===== config.mk =====
export PLATFORM = sky130hd
export DESIGN_NAME = demand_paging_swap_unit
export DESIGN_NICKNAME = d
export VERILOG_FILES = /design/src/hw/rtl/dpsu_pkg.sv /design/src/hw/rtl/dpsu_ram.sv /design/src/hw/rtl/dpsu_ctrl.sv /design/src/hw/rtl/dpsu_dp.sv /design/src/hw/rtl/demand_paging_swap_unit.sv
export SDC_FILE = /design/constraint.sdc
export NUM_CORES = 2
export LEC_CHECK = 0
export BUFFER_PORTS_ARGS = -buffer_cell sky130_fd_sc_hd__buf_4
export CAP_MARGIN = 40
export CORE_UTILIZATION = 35
export CTS_CLUSTER_SIZE = 28
export DETAILED_ROUTE_END_ITERATION = 7
export GPL_TIMING_DRIVEN = 0
export SYNTH_ARGS = -nofsm -noshare
export SYNTH_HDL_FRONTEND = slang
export SYNTH_SLANG_ARGS = --single-unit

===== constraint.sdc =====
create_clock -name i_clk -period 10.49 [get_ports i_clk]
set_clock_uncertainty 0.2 [all_clocks]
set_input_delay 0 -clock i_clk [delete_from_list [all_inputs] [get_ports i_clk]]
set_output_delay 0 -clock i_clk [all_outputs]
set_load 0.005 [all_outputs]

===== src/hw/rtl/dpsu_pkg.sv =====
// Package for the demand paging swap unit: sizes, payload structs, FSM states,
// and the controller/datapath command and status structs. No dependencies.
`default_nettype none
package dpsu_pkg;
    localparam int VIRT_PAGES  = 8;
    localparam int PHYS_FRAMES = 4;
    localparam int PAGE_WORDS  = 8;
    localparam int DATA_BITS   = 32;
    localparam int PG_BITS  = $clog2(VIRT_PAGES);
    localparam int FR_BITS  = $clog2(PHYS_FRAMES);
    localparam int OFF_BITS = $clog2(PAGE_WORDS);
    localparam int BS_DEPTH = VIRT_PAGES * PAGE_WORDS;
    localparam int FS_DEPTH = PHYS_FRAMES * PAGE_WORDS;
    localparam int BS_ABITS = $clog2(BS_DEPTH);
    localparam int FS_ABITS = $clog2(FS_DEPTH);

    typedef struct packed {
        logic               func;
        logic [5:0]         virt_addr;
        logic signed [31:0] write_data;
    } t_in_item;

    typedef struct packed {
        logic signed [31:0] read_data;
        logic               page_fault;
        logic [1:0]         frame_used;
    } t_out_item;

    typedef enum logic [3:0] {
        ST_CLR, ST_IDLE, ST_LOOK, ST_SRCH, ST_PICK, ST_WB_RD, ST_WB_WR,
        ST_LD_RD, ST_LD_WR, ST_ACC, ST_RDW, ST_OUT
    } t_state;

    typedef struct packed {
        logic               clr;       // clearing pass, one RAM word each
        logic               take;      // latch input item
        logic               bump;      // access_count++
        logic               srch_clr;  // reset search
        logic               srch_step; // one search step
        logic               pick;      // fix victim / fill frame
        logic               wb_rd;     // read frame word for writeback
        logic               wb_wr;     // write backing word
        logic               ld_rd;     // read backing word
        logic               ld_wr;     // write frame word
        logic               map;       // update page table / stamps / counters
        logic               access;    // do the read/write access
        logic               keep_word; // hold the accessed word
        logic               capture;   // set output register
        logic               out_pop;
    } t_cmd;

    typedef struct packed {
        logic clr_done;
        logic hit;
        logic srch_done;
        logic has_owner;
        logic word_last;
    } t_sts;
endpackage
`default_nettype wire


===== src/hw/rtl/dpsu_ram.sv =====
// Generic single-port RAM with registered read.
// No package dependencies.
`default_nettype none
module dpsu_ram #(
    parameter int WIDTH = 32,
    parameter int DEPTH = 64
) (
    input  wire logic                     i_clk,
    input  wire logic                     i_we,
    input  wire logic [$clog2(DEPTH)-1:0] i_addr,
    input  wire logic [WIDTH-1:0]         i_wdata,
    output logic      [WIDTH-1:0]         o_rdata
);
    logic [WIDTH-1:0] r_mem [DEPTH];
    always_ff @(posedge i_clk) begin
        if (i_we) begin
            r_mem[i_addr] <= i_wdata;
        end
        o_rdata <= r_mem[i_addr];
    end
endmodule
`default_nettype wire


===== src/hw/rtl/dpsu_ctrl.sv =====
// Controller FSM for the swap unit: sequences lookup, victim search,
// writeback and page load. Uses dpsu_pkg.
`default_nettype none
module dpsu_ctrl (
    input  wire logic          i_clk,
    input  wire logic          i_rst_n,
    input  wire logic          i_in_valid,
    output logic               o_in_ready,
    output logic               o_out_valid,
    input  wire logic          i_out_ready,
    input  wire dpsu_pkg::t_sts i_sts,
    output dpsu_pkg::t_cmd     o_cmd
);
    dpsu_pkg::t_state r_state, n_state;
    logic r_ov, n_ov;

    always_ff @(posedge i_clk) begin
        if (!i_rst_n) begin
            r_state <= dpsu_pkg::ST_CLR;
            r_ov    <= 1'b0;
        end else begin
            r_state <= n_state;
            r_ov    <= n_ov;
        end
    end

    // result register frees once taken; new item waits only until it can land
    always_comb begin
        n_state = r_state;
        case (r_state)
            dpsu_pkg::ST_CLR:   if (i_sts.clr_done) n_state = dpsu_pkg::ST_IDLE;
            dpsu_pkg::ST_IDLE:  if (i_in_valid) n_state = dpsu_pkg::ST_LOOK;
            dpsu_pkg::ST_LOOK:  n_state = i_sts.hit ? dpsu_pkg::ST_ACC : dpsu_pkg::ST_SRCH;
            dpsu_pkg::ST_SRCH:  if (i_sts.srch_done) n_state = dpsu_pkg::ST_PICK;
            dpsu_pkg::ST_PICK:  n_state = i_sts.has_owner ? dpsu_pkg::ST_WB_RD
                                                          : dpsu_pkg::ST_LD_RD;
            dpsu_pkg::ST_WB_RD: n_state = dpsu_pkg::ST_WB_WR;
            dpsu_pkg::ST_WB_WR: n_state = i_sts.word_last ? dpsu_pkg::ST_LD_RD
                                                          : dpsu_pkg::ST_WB_RD;
            dpsu_pkg::ST_LD_RD: n_state = dpsu_pkg::ST_LD_WR;
            dpsu_pkg::ST_LD_WR: n_state = i_sts.word_last ? dpsu_pkg::ST_ACC
                                                          : dpsu_pkg::ST_LD_RD;
            dpsu_pkg::ST_ACC:   n_state = dpsu_pkg::ST_RDW;
            dpsu_pkg::ST_RDW:   n_state = dpsu_pkg::ST_OUT;
            dpsu_pkg::ST_OUT:   if (!r_ov || i_out_ready) n_state = dpsu_pkg::ST_IDLE;
            default:            n_state = dpsu_pkg::ST_IDLE;
        endcase
    end

    always_comb begin
        o_cmd = '0;
        n_ov  = r_ov;
        if (r_ov && i_out_ready) begin
            n_ov = 1'b0;
        end
        o_cmd.out_pop = r_ov && i_out_ready;
        case (r_state)
            dpsu_pkg::ST_CLR:   o_cmd.clr = 1'b1;
            dpsu_pkg::ST_IDLE:  begin
                o_cmd.take = i_in_valid;
                o_cmd.bump = i_in_valid;
            end
            dpsu_pkg::ST_LOOK:  o_cmd.srch_clr = 1'b1;
            dpsu_pkg::ST_SRCH:  o_cmd.srch_step = 1'b1;
            dpsu_pkg::ST_PICK:  o_cmd.pick = 1'b1;
            dpsu_pkg::ST_WB_RD: o_cmd.wb_rd = 1'b1;
            dpsu_pkg::ST_WB_WR: o_cmd.wb_wr = 1'b1;
            dpsu_pkg::ST_LD_RD: o_cmd.ld_rd = 1'b1;
            dpsu_pkg::ST_LD_WR: begin
                o_cmd.ld_wr = 1'b1;
                o_cmd.map   = i_sts.word_last;
            end
            dpsu_pkg::ST_ACC:   o_cmd.access = 1'b1;
            dpsu_pkg::ST_RDW:   o_cmd.keep_word = 1'b1;
            dpsu_pkg::ST_OUT:   begin
                if (!r_ov || i_out_ready) begin
                    o_cmd.capture = 1'b1;
                    n_ov = 1'b1;
                end
            end
            default: o_cmd = '0;
        endcase
    end

    assign o_in_ready  = (r_state == dpsu_pkg::ST_IDLE);
    assign o_out_valid = r_ov;
endmodule
`default_nettype wire


===== src/hw/rtl/dpsu_dp.sv =====
// Datapath for the swap unit: page table, frame counters and stamps,
// victim search, backing/frame RAMs. Uses dpsu_pkg and dpsu_ram.
`default_nettype none
module dpsu_dp (
    input  wire logic               i_clk,
    input  wire logic               i_rst_n,
    input  wire logic               i_cfg_we,
    input  wire logic               i_cfg_data,
    input  wire dpsu_pkg::t_in_item i_item,
    input  wire dpsu_pkg::t_cmd     i_cmd,
    output dpsu_pkg::t_sts          o_sts,
    output dpsu_pkg::t_out_item     o_item
);
    localparam int PG = dpsu_pkg::PG_BITS;
    localparam int FR = dpsu_pkg::FR_BITS;
    localparam int OF = dpsu_pkg::OFF_BITS;
    localparam int DB = dpsu_pkg::DATA_BITS;
    localparam int NP = dpsu_pkg::VIRT_PAGES;
    localparam int NF = dpsu_pkg::PHYS_FRAMES;
    localparam int BA = dpsu_pkg::BS_ABITS;
    localparam int FA = dpsu_pkg::FS_ABITS;
    // search walks frames then pages; one index wide enough for both
    localparam int SI = $clog2(NP + NF + 1);
    localparam int PAGE_LAST = dpsu_pkg::PAGE_WORDS - 1;

    logic              r_mode;
    logic              r_func;
    logic [PG-1:0]     r_page;
    logic [OF-1:0]     r_off;
    logic [DB-1:0]     r_wdata;
    logic [31:0]       r_acc;
    logic [NP-1:0]     r_valid, r_dirty;
    logic [PG-1:0]     r_pframe [NP];
    logic [31:0]       r_cnt [NF];
    logic [31:0]       r_stamp [NF];
    logic [BA-1:0]     r_clr;
    // search state
    logic [SI-1:0]     r_si;
    logic              r_empty_found;
    logic [FR-1:0]     r_efr;
    logic [FR-1:0]     r_vfr;
    logic [31:0]       r_best;
    logic              r_found;
    logic [PG-1:0]     r_owner;
    logic              r_has_owner;
    logic [FR-1:0]     r_frame;
    logic [OF-1:0]     r_w;
    logic              r_fault;
    logic [DB-1:0]     r_res;
    dpsu_pkg::t_out_item r_out;

    logic [DB-1:0] bs_rd, fs_rd, bs_wd, fs_wd;
    logic          bs_we, fs_we;
    logic [BA-1:0] bs_a;
    logic [FA-1:0] fs_a;
    logic [PG-1:0] pg_frame_cur;
    logic [FR-1:0] safe_cur;
    logic [PG-1:0] s_pg;
    logic [FR-1:0] s_fr;
    logic [FR-1:0] safe_s;
    logic [31:0]   s_cnt;
    logic          in_frames;
    logic [FR-1:0] safe_s_owner;

    assign pg_frame_cur = r_pframe[r_page];
    assign safe_cur = (32'(pg_frame_cur) < NF) ? FR'(pg_frame_cur) : '0;
    assign in_frames = (r_si < SI'(NF));
    assign s_fr = FR'(r_si);
    assign s_pg = PG'(r_si - SI'(NF));
    assign safe_s = (32'(r_pframe[s_pg]) < NF) ? FR'(r_pframe[s_pg]) : '0;
    assign s_cnt = r_cnt[safe_s];
    assign safe_s_owner = (32'(r_pframe[r_owner]) < NF) ? FR'(r_pframe[r_owner]) : '0;

    assign o_sts.clr_done  = (r_clr == BA'(dpsu_pkg::BS_DEPTH - 1));
    assign o_sts.hit       = r_valid[r_page];
    assign o_sts.srch_done = r_empty_found || (r_si == SI'(NF + NP));
    // an owner exists only for a victim; both modes flag it in r_found
    assign o_sts.has_owner = !r_empty_found && r_found;
    assign o_sts.word_last = (r_w == OF'(PAGE_LAST));

    // empty test of the active mode
    function automatic logic is_empty(input logic [31:0] v);
        is_empty = (v == 32'hFFFF_FFFF);
    endfunction

    always_ff @(posedge i_clk) begin
        if (!i_rst_n) begin
            r_mode  <= 1'b0;
            r_acc   <= '0;
            r_valid <= '0;
            r_dirty <= '0;
            r_clr   <= '0;
            for (int i = 0; i < NP; i++) r_pframe[i] <= PG'(i);
            for (int i = 0; i < NF; i++) begin
                r_cnt[i]   <= '1;
                r_stamp[i] <= '1;
            end
        end else begin
            if (i_cmd.clr) r_clr <= r_clr + BA'(1);
            if (i_cfg_we) r_mode <= i_cfg_data;
            if (i_cmd.bump) r_acc <= r_acc + 32'd1;
            if (i_cmd.map) begin
                if (r_has_owner) begin
                    r_valid[r_owner]  <= 1'b0;
                    r_dirty[r_owner]  <= 1'b0;
                    r_pframe[r_owner] <= r_owner;
                end
                r_valid[r_page]  <= 1'b1;
                r_dirty[r_page]  <= 1'b0;
                r_pframe[r_page] <= PG'(r_frame);
                if (!r_mode) r_stamp[r_frame] <= r_acc;
                else if (!r_empty_found) r_cnt[r_frame] <= '0;
            end
            if (i_cmd.access) begin
                if (r_func) r_dirty[r_page] <= 1'b1;
                r_cnt[r_frame] <= r_cnt[r_frame] + 32'd1;
            end
        end
    end

    // search and copy control
    always_ff @(posedge i_clk) begin
        if (i_cmd.take) begin
            r_func  <= i_item.func;
            r_page  <= PG'(i_item.virt_addr[5:3]);
            r_off   <= OF'(i_item.virt_addr[2:0]);
            r_wdata <= DB'(i_item.write_data);
            r_fault <= 1'b0;
        end
        if (i_cmd.srch_clr) begin
            r_si <= '0;
            r_empty_found <= 1'b0;
            r_found <= 1'b0;
            r_best <= '0;
            r_vfr <= '0;
            r_owner <= '0;
            r_frame <= safe_cur;
            r_w <= '0;
        end
        if (i_cmd.srch_step) begin
            r_fault <= 1'b1;
            r_si <= r_si + SI'(1);
            if (in_frames) begin
                if (!r_empty_found && is_empty(r_mode ? r_cnt[s_fr] : r_stamp[s_fr])) begin
                    r_empty_found <= 1'b1;
                    r_efr <= s_fr;
                end
                // FIFO: smallest stamp, ties to highest index
                if (s_fr == '0 || r_stamp[s_fr] <= r_best) begin
                    r_best <= r_stamp[s_fr];
                    r_vfr  <= s_fr;
                end
                if (r_si == SI'(NF - 1)) begin
                    r_found <= 1'b0;
                end
            end else if (!r_mode) begin
                if (!r_found && r_valid[s_pg] && FR'(r_pframe[s_pg]) == r_vfr
                        && 32'(r_pframe[s_pg]) < NF) begin
                    r_found <= 1'b1;
                    r_owner <= s_pg;
                end
            end else begin
                if (r_valid[s_pg] && (!r_found || s_cnt < r_best)) begin
                    r_found <= 1'b1;
                    r_best  <= s_cnt;
                    r_owner <= s_pg;
                end
            end
        end
        if (i_cmd.pick) begin
            r_w <= '0;
            if (r_empty_found) begin
                r_frame <= r_efr;
                r_has_owner <= 1'b0;
            end else if (!r_mode) begin
                r_frame <= r_vfr;
                r_has_owner <= r_found;
            end else begin
                r_frame <= r_found ? safe_s_owner : '0;
                r_has_owner <= r_found;
            end
        end
        if (i_cmd.wb_wr || i_cmd.ld_wr) r_w <= r_w + OF'(1);
        // on a write the RAM read returns old data; the written word is the result
        if (i_cmd.keep_word) r_res <= r_func ? r_wdata : fs_rd;
        if (i_cmd.capture) r_out <= '{read_data: 32'(r_res), page_fault: r_fault,
                                      frame_used: 2'(r_frame)};
    end

    // RAM ports: frame store read for writeback, written on load and access;
    // the clearing pass after reset fills both with all ones
    always_comb begin
        fs_a  = {r_frame, r_w};
        fs_we = i_cmd.ld_wr || (i_cmd.access && r_func);
        fs_wd = i_cmd.ld_wr ? bs_rd : r_wdata;
        bs_a  = {(i_cmd.wb_wr ? r_owner : r_page), r_w};
        bs_we = i_cmd.wb_wr;
        bs_wd = fs_rd;
        if (i_cmd.access) fs_a = {r_frame, r_off};
        if (i_cmd.clr) begin
            bs_a  = r_clr;
            bs_we = 1'b1;
            bs_wd = '1;
            fs_a  = r_clr[FA-1:0];
            fs_we = 1'b1;
            fs_wd = '1;
        end
    end

    dpsu_ram #(.WIDTH(DB), .DEPTH(dpsu_pkg::BS_DEPTH)) u_bs (
        .i_clk(i_clk), .i_we(bs_we), .i_addr(bs_a), .i_wdata(bs_wd), .o_rdata(bs_rd));
    dpsu_ram #(.WIDTH(DB), .DEPTH(dpsu_pkg::FS_DEPTH)) u_fs (
        .i_clk(i_clk), .i_we(fs_we), .i_addr(fs_a), .i_wdata(fs_wd), .o_rdata(fs_rd));

    always_comb begin
        o_item = r_out;
    end
endmodule
`default_nettype wire


===== src/hw/rtl/demand_paging_swap_unit.sv =====
// Top level of the demand paging swap unit: controller plus datapath.
// Depends on dpsu_pkg, dpsu_ctrl, dpsu_dp (and dpsu_ram through dpsu_dp).
//
//  channel   direction  handshake          payload
//  in        input      i_in_valid/o_in_ready   dpsu_pkg::t_in_item
//  out       output     o_out_valid/i_out_ready dpsu_pkg::t_out_item
//  cfg       input      i_cfg_we (no wait)      i_cfg_data = replace_mode
//
// Hit: accept, lookup, access, read, output; the result is registered in the
// output step. Fault: the search stops at the first empty frame, else it walks
// all frames and pages; then pick, a writeback when a victim is evicted, and the
// page load. Each copied word takes a read state and a write state.
// Reset (synchronous, low) empties page table, counters and stamps, then a
// clearing pass writes all ones to both RAMs with o_in_ready low.
// One item at a time; a held result lets one more item run, then stalls it.
`default_nettype none
module demand_paging_swap_unit (
    input  wire logic                i_clk,
    input  wire logic                i_rst_n,
    input  wire logic                i_in_valid,
    output logic                     o_in_ready,
    input  wire dpsu_pkg::t_in_item  i_in_item,
    output logic                     o_out_valid,
    input  wire logic                i_out_ready,
    output dpsu_pkg::t_out_item      o_out_item,
    input  wire logic                i_cfg_we,
    input  wire logic                i_cfg_data
);
    dpsu_pkg::t_cmd cmd;
    dpsu_pkg::t_sts sts;

    dpsu_ctrl u_ctrl (
        .i_clk(i_clk), .i_rst_n(i_rst_n),
        .i_in_valid(i_in_valid), .o_in_ready(o_in_ready),
        .o_out_valid(o_out_valid), .i_out_ready(i_out_ready),
        .i_sts(sts), .o_cmd(cmd));

    dpsu_dp u_dp (
        .i_clk(i_clk), .i_rst_n(i_rst_n),
        .i_cfg_we(i_cfg_we), .i_cfg_data(i_cfg_data),
        .i_item(i_in_item), .i_cmd(cmd), .o_sts(sts), .o_item(o_out_item));
endmodule
`default_nettype wire

==> flow_metrics.py <==
metrics = {
    "worst_setup_path": {
        "critical_path_class": "flip-flop to flip-flop",
        "cpPeakStageDelay_ns": 0.83,
        "crit_path_start_kind": "flip-flop",
        "critPathCaptureType": "flip-flop",
        "crit_buf_inv": 8,
        "path_delay_family": "buffers and inverters",
        "crit_chain": "buf_2 -> nor4_4 -> mux2_4 -> nor2_1 -> buf_2 -> buf_2 -> clkbuf_1 -> buf_6 -> buf_1 -> nand2_1 -> nor2_4 -> buf_12 -> buf_16",
        "worstPathRequired_ns": 10.96,
        "cp_slowest_cell": "nor2_4",
        "critPathArrivalTime_ns": 7.61,
        "path_max_fanout": 14,
        "cpMostUsedCell": "buf_2",
    },
    "clocking": {
        "clock_sinks": 3633,
        "cts.repair.resized": 0,
        "h-tree-depth": 5,
        "cts_buffers": 364,
        "clkTransAtPathRegs_ns": 0.06,
        "cts_setup_buffers": 0,
        "cts_tree": "built",
        "root_buffer": "clkbuf_16",
        "clk_latency_ns": 1.01,
        "ctsHoldBuffers": 88,
        "clock_path_buffers": 4,
    },
    "timing": {
        "period_share_pct": 68.0,
        "rsz0062_at_grt": "false",
        "final-max-slew-violation-count": 0,
        "max_slew_margin_pct": 22.8,
        "setup_violations": 0,
        "hold_viol_final": 0,
        "fmax_mhz": 140,
        "fin_crit_ns": 7.13,
        "finalSetupTns_ns": 0,
        "timing.hold.ws_ns": 0.0511,
        "worst_pin_slew_ns": 1.16,
    },
    "cells_and_area": {
        "nNetsFinal": 10400,
        "area_growth_pct": 20.1,
        "layout-drive-gt1-share_pct": 14.2,
    },
    "synth": {
        "synth_area_um2": 141000,
        "synth_seq_area_share_pct": 76.0,
        "avgSynthCellArea_um2": 15.1,
        "yosys_most_used_dff": "edfxtp_1",
        "syn-num-nets": 9466,
        "synth_cells": 9351,
        "synth_cell_types": 75,
        "synth-async-reset-ratio_pct": 0,
        "synth_edf_count": 3462,
        "ys_ff_latch": 3633,
        "ys_warn_count": 0,
    },
    "floorplan": {
        "die_area_um2": 406000,
        "initial_core_util_pct": 35.3,
        "num_rows": 232,
        "die_x_um": 637,
        "coreArea_um2": 401000,
        "boundaryPins": 82,
        "die_h_um": 637,
    },
    "detailed_routing": {
        "routedWlPerCell_um": 34.2,
        "drcViolationCount": 12,
        "routed_wirelength_um": 543000,
        "detail-route-antenna-nets": 0,
        "vias": 96900,
        "drt-initial-drc-count": 16800,
        "firstDrtPassIters": 8,
        "via_per_inst": 6.10,
    },
    "power_and_ir_drop": {
        "p_total_mw": 31.2,
        "p_per_area_nw_per_um2": 184,
        "ir_drop_mv": 0.155,
        "p_leak_nw": 52.7,
    },
    "min_path": {
        "hp-class": "input pin to flip-flop",
    },
    "grt": {
        "grt_overflow": 0,
        "antenna_found_initial": 46,
        "grt_usage_pct": 25.8,
        "grt_max_degree": 65,
        "grt_pass1_vias": 91500,
        "grt_pass1_wl_um": 734000,
    },
    "place": {
        "dpl.hpwl_um": 380000,
        "place_congestion": 0.894,
        "io_buffers": 81,
    },
    "status": {
        "status": "complete, but fails checks",
        "violations": "DRC",
    },
    "job": {
        "cap_viol_max_count": 0,
    },
}
[flip-flops by register name, indices dropped and copies added, names as in the netlist, 35 cells and up, named ones only]
signal	count
u_dp.u_fs.r_mem	1024
u_dp.u_bs.r_mem	2048
u_dp.o_item	35
u_dp.r_stamp	128
u_dp.r_cnt	128
[power breakdown]
group | leakage, nW | internal, mW | total [mW] | switching (mW)
clock network | 5.77 | 7.41 | 13.1 | 5.72
logic | 17.6 | 0.667 | 2.23 | 1.56
registers | 29.4 | 15.8 | 15.8 | 0.0539
total | 52.7 | 23.9 | 31.2 | 7.34
[cell usage after synthesis, types with 11 or more instances]
library cell / count / area (um2)
or3_1: 132 / 826
nor3_1: 34 / 170
xnor2_1: 29 / 254
mux2i_1: 97 / 971
nand2_1: 1526 / 5730
dfxtp_1: 171 / 3420
or4_1: 31 / 233
a31oi_1: 191 / 1190
nor2_1: 215 / 807
inv_1: 104 / 390
buf_2: 127 / 636
a41oi_1: 40 / 350
a221o_1: 12 / 120
a21o_1: 16 / 120
a211oi_1: 65 / 488
o21ai_0: 234 / 1170
nand3_1: 71 / 355
mux2_2: 35 / 394
mux4_2: 81 / 1820
and3_1: 256 / 1600
xor2_1: 34 / 298
or2_2: 66 / 413
a21oi_1: 196 / 981
a22o_1: 54 / 473
nor2b_1: 45 / 282
a22oi_1: 937 / 7030
ha_1: 70 / 876
clkbuf_1: 398 / 1490
buf_1: 78 / 293
a221oi_1: 55 / 482
and2_1: 11 / 68.8
nor4_1: 30 / 188
a311oi_1: 122 / 1070
edfxtp_1: 3462 / 104000
nand4_1: 147 / 920
nand2b_1: 20 / 125
o22ai_1: 47 / 294
o211ai_1: 16 / 120
[through the flow]
stage	cells	utilization [%]	setup WS (ns)	area (um2)
floorplan	9351	-	5.53	141000
global placement	14700	37.1	0.392	148000
detailed placement	15100	39.1	3.78	157000
CTS	15800	42.3	3.76	169000
global route	15900	42.3	3.51	170000
finish	15900	42.4	3.36	170000
[layout by cell type (no fill, tap or decap), drive strengths merged, types with 16 or more instances in the layout]
master and n:
edfxtp 3462, or2 66, clkbuf 845, mux2 37
a21oi 196, dfxtp 171, a311oi 122, inv 118
nand3 71, xor2 34, nand2 1526, a221oi 55
and3 256, ha 70, nor4 31, o21ai 242
a211oi 65, or4 31, nand2b 20, xnor2 29
clkinv 153, o211ai 17, a22oi 937, nor2 217
dlygate4sd3 88, nor2b 45, nor3 34, a31oi 191
o22ai 47, a22o 54, mux4 81, or3 132
buf 707, nand4 147, a41oi 40, diode 30
a21o 16, bufinv 34, mux2i 98
[cells by family (layout without fill, tap and decap cells)]
kind of cell	count (synthesis)	after routing	synth area share (%)
xor+xnor	63	63	0.391
fa+ha+maj	70	70	0.620
buf+inv	715	1958	2.03
simple gates	2609	2609	8.45
other cells	0	30	0
mux	216	216	2.29
compound gates	2045	2045	10.2
flops	3633	3633	76.0
[path summary, 6_finish.rpt]
kind / from / endpoint / slack [ns] / cells past startpoint
hold / removal: i_in_item[17] / u_dp.r_wdata[17] / 0.05 / 3
hold reg to reg: u_dp.r_res[30] / u_dp.o_item[33] / 0.21 / 0
setup / recovery: u_ctrl.r_state[1] / u_dp.u_bs.r_mem[43][4] / 3.36 / 13
setup reg to reg: u_ctrl.r_state[1] / u_dp.u_bs.r_mem[43][4] / 3.36 / 13
[cell type report]
| type | instances | area (um2) |
|---|---|---|
| Fill cell | 35400 | 231000 |
| Tap cell | 5265 | 6590 |
| Clock inverter | 212 | 2130 |
| Buffer | 610 | 2490 |
| Multi-Input combinational cell | 5003 | 32100 |
| Inverter | 105 | 397 |
| Timing Repair Buffer | 586 | 8830 |
| Antenna cell | 30 | 75.1 |
| Clock buffer | 445 | 9660 |
| Sequential cell | 3633 | 107000 |
[worst min-delay path, cell delays in order]
cell           delay [ns]
dlygate4sd3_1        0.52
buf_4                0.09
dlygate4sd3_1        0.53
[layer usage]
metal	track usage [%]	part of all wire, %
met1	31.7	34
met2	40.6	45
met3	6.99	13
met4	15.5	7.2
met5	0.118	0.048
Power figures use the tool's default switching activity.
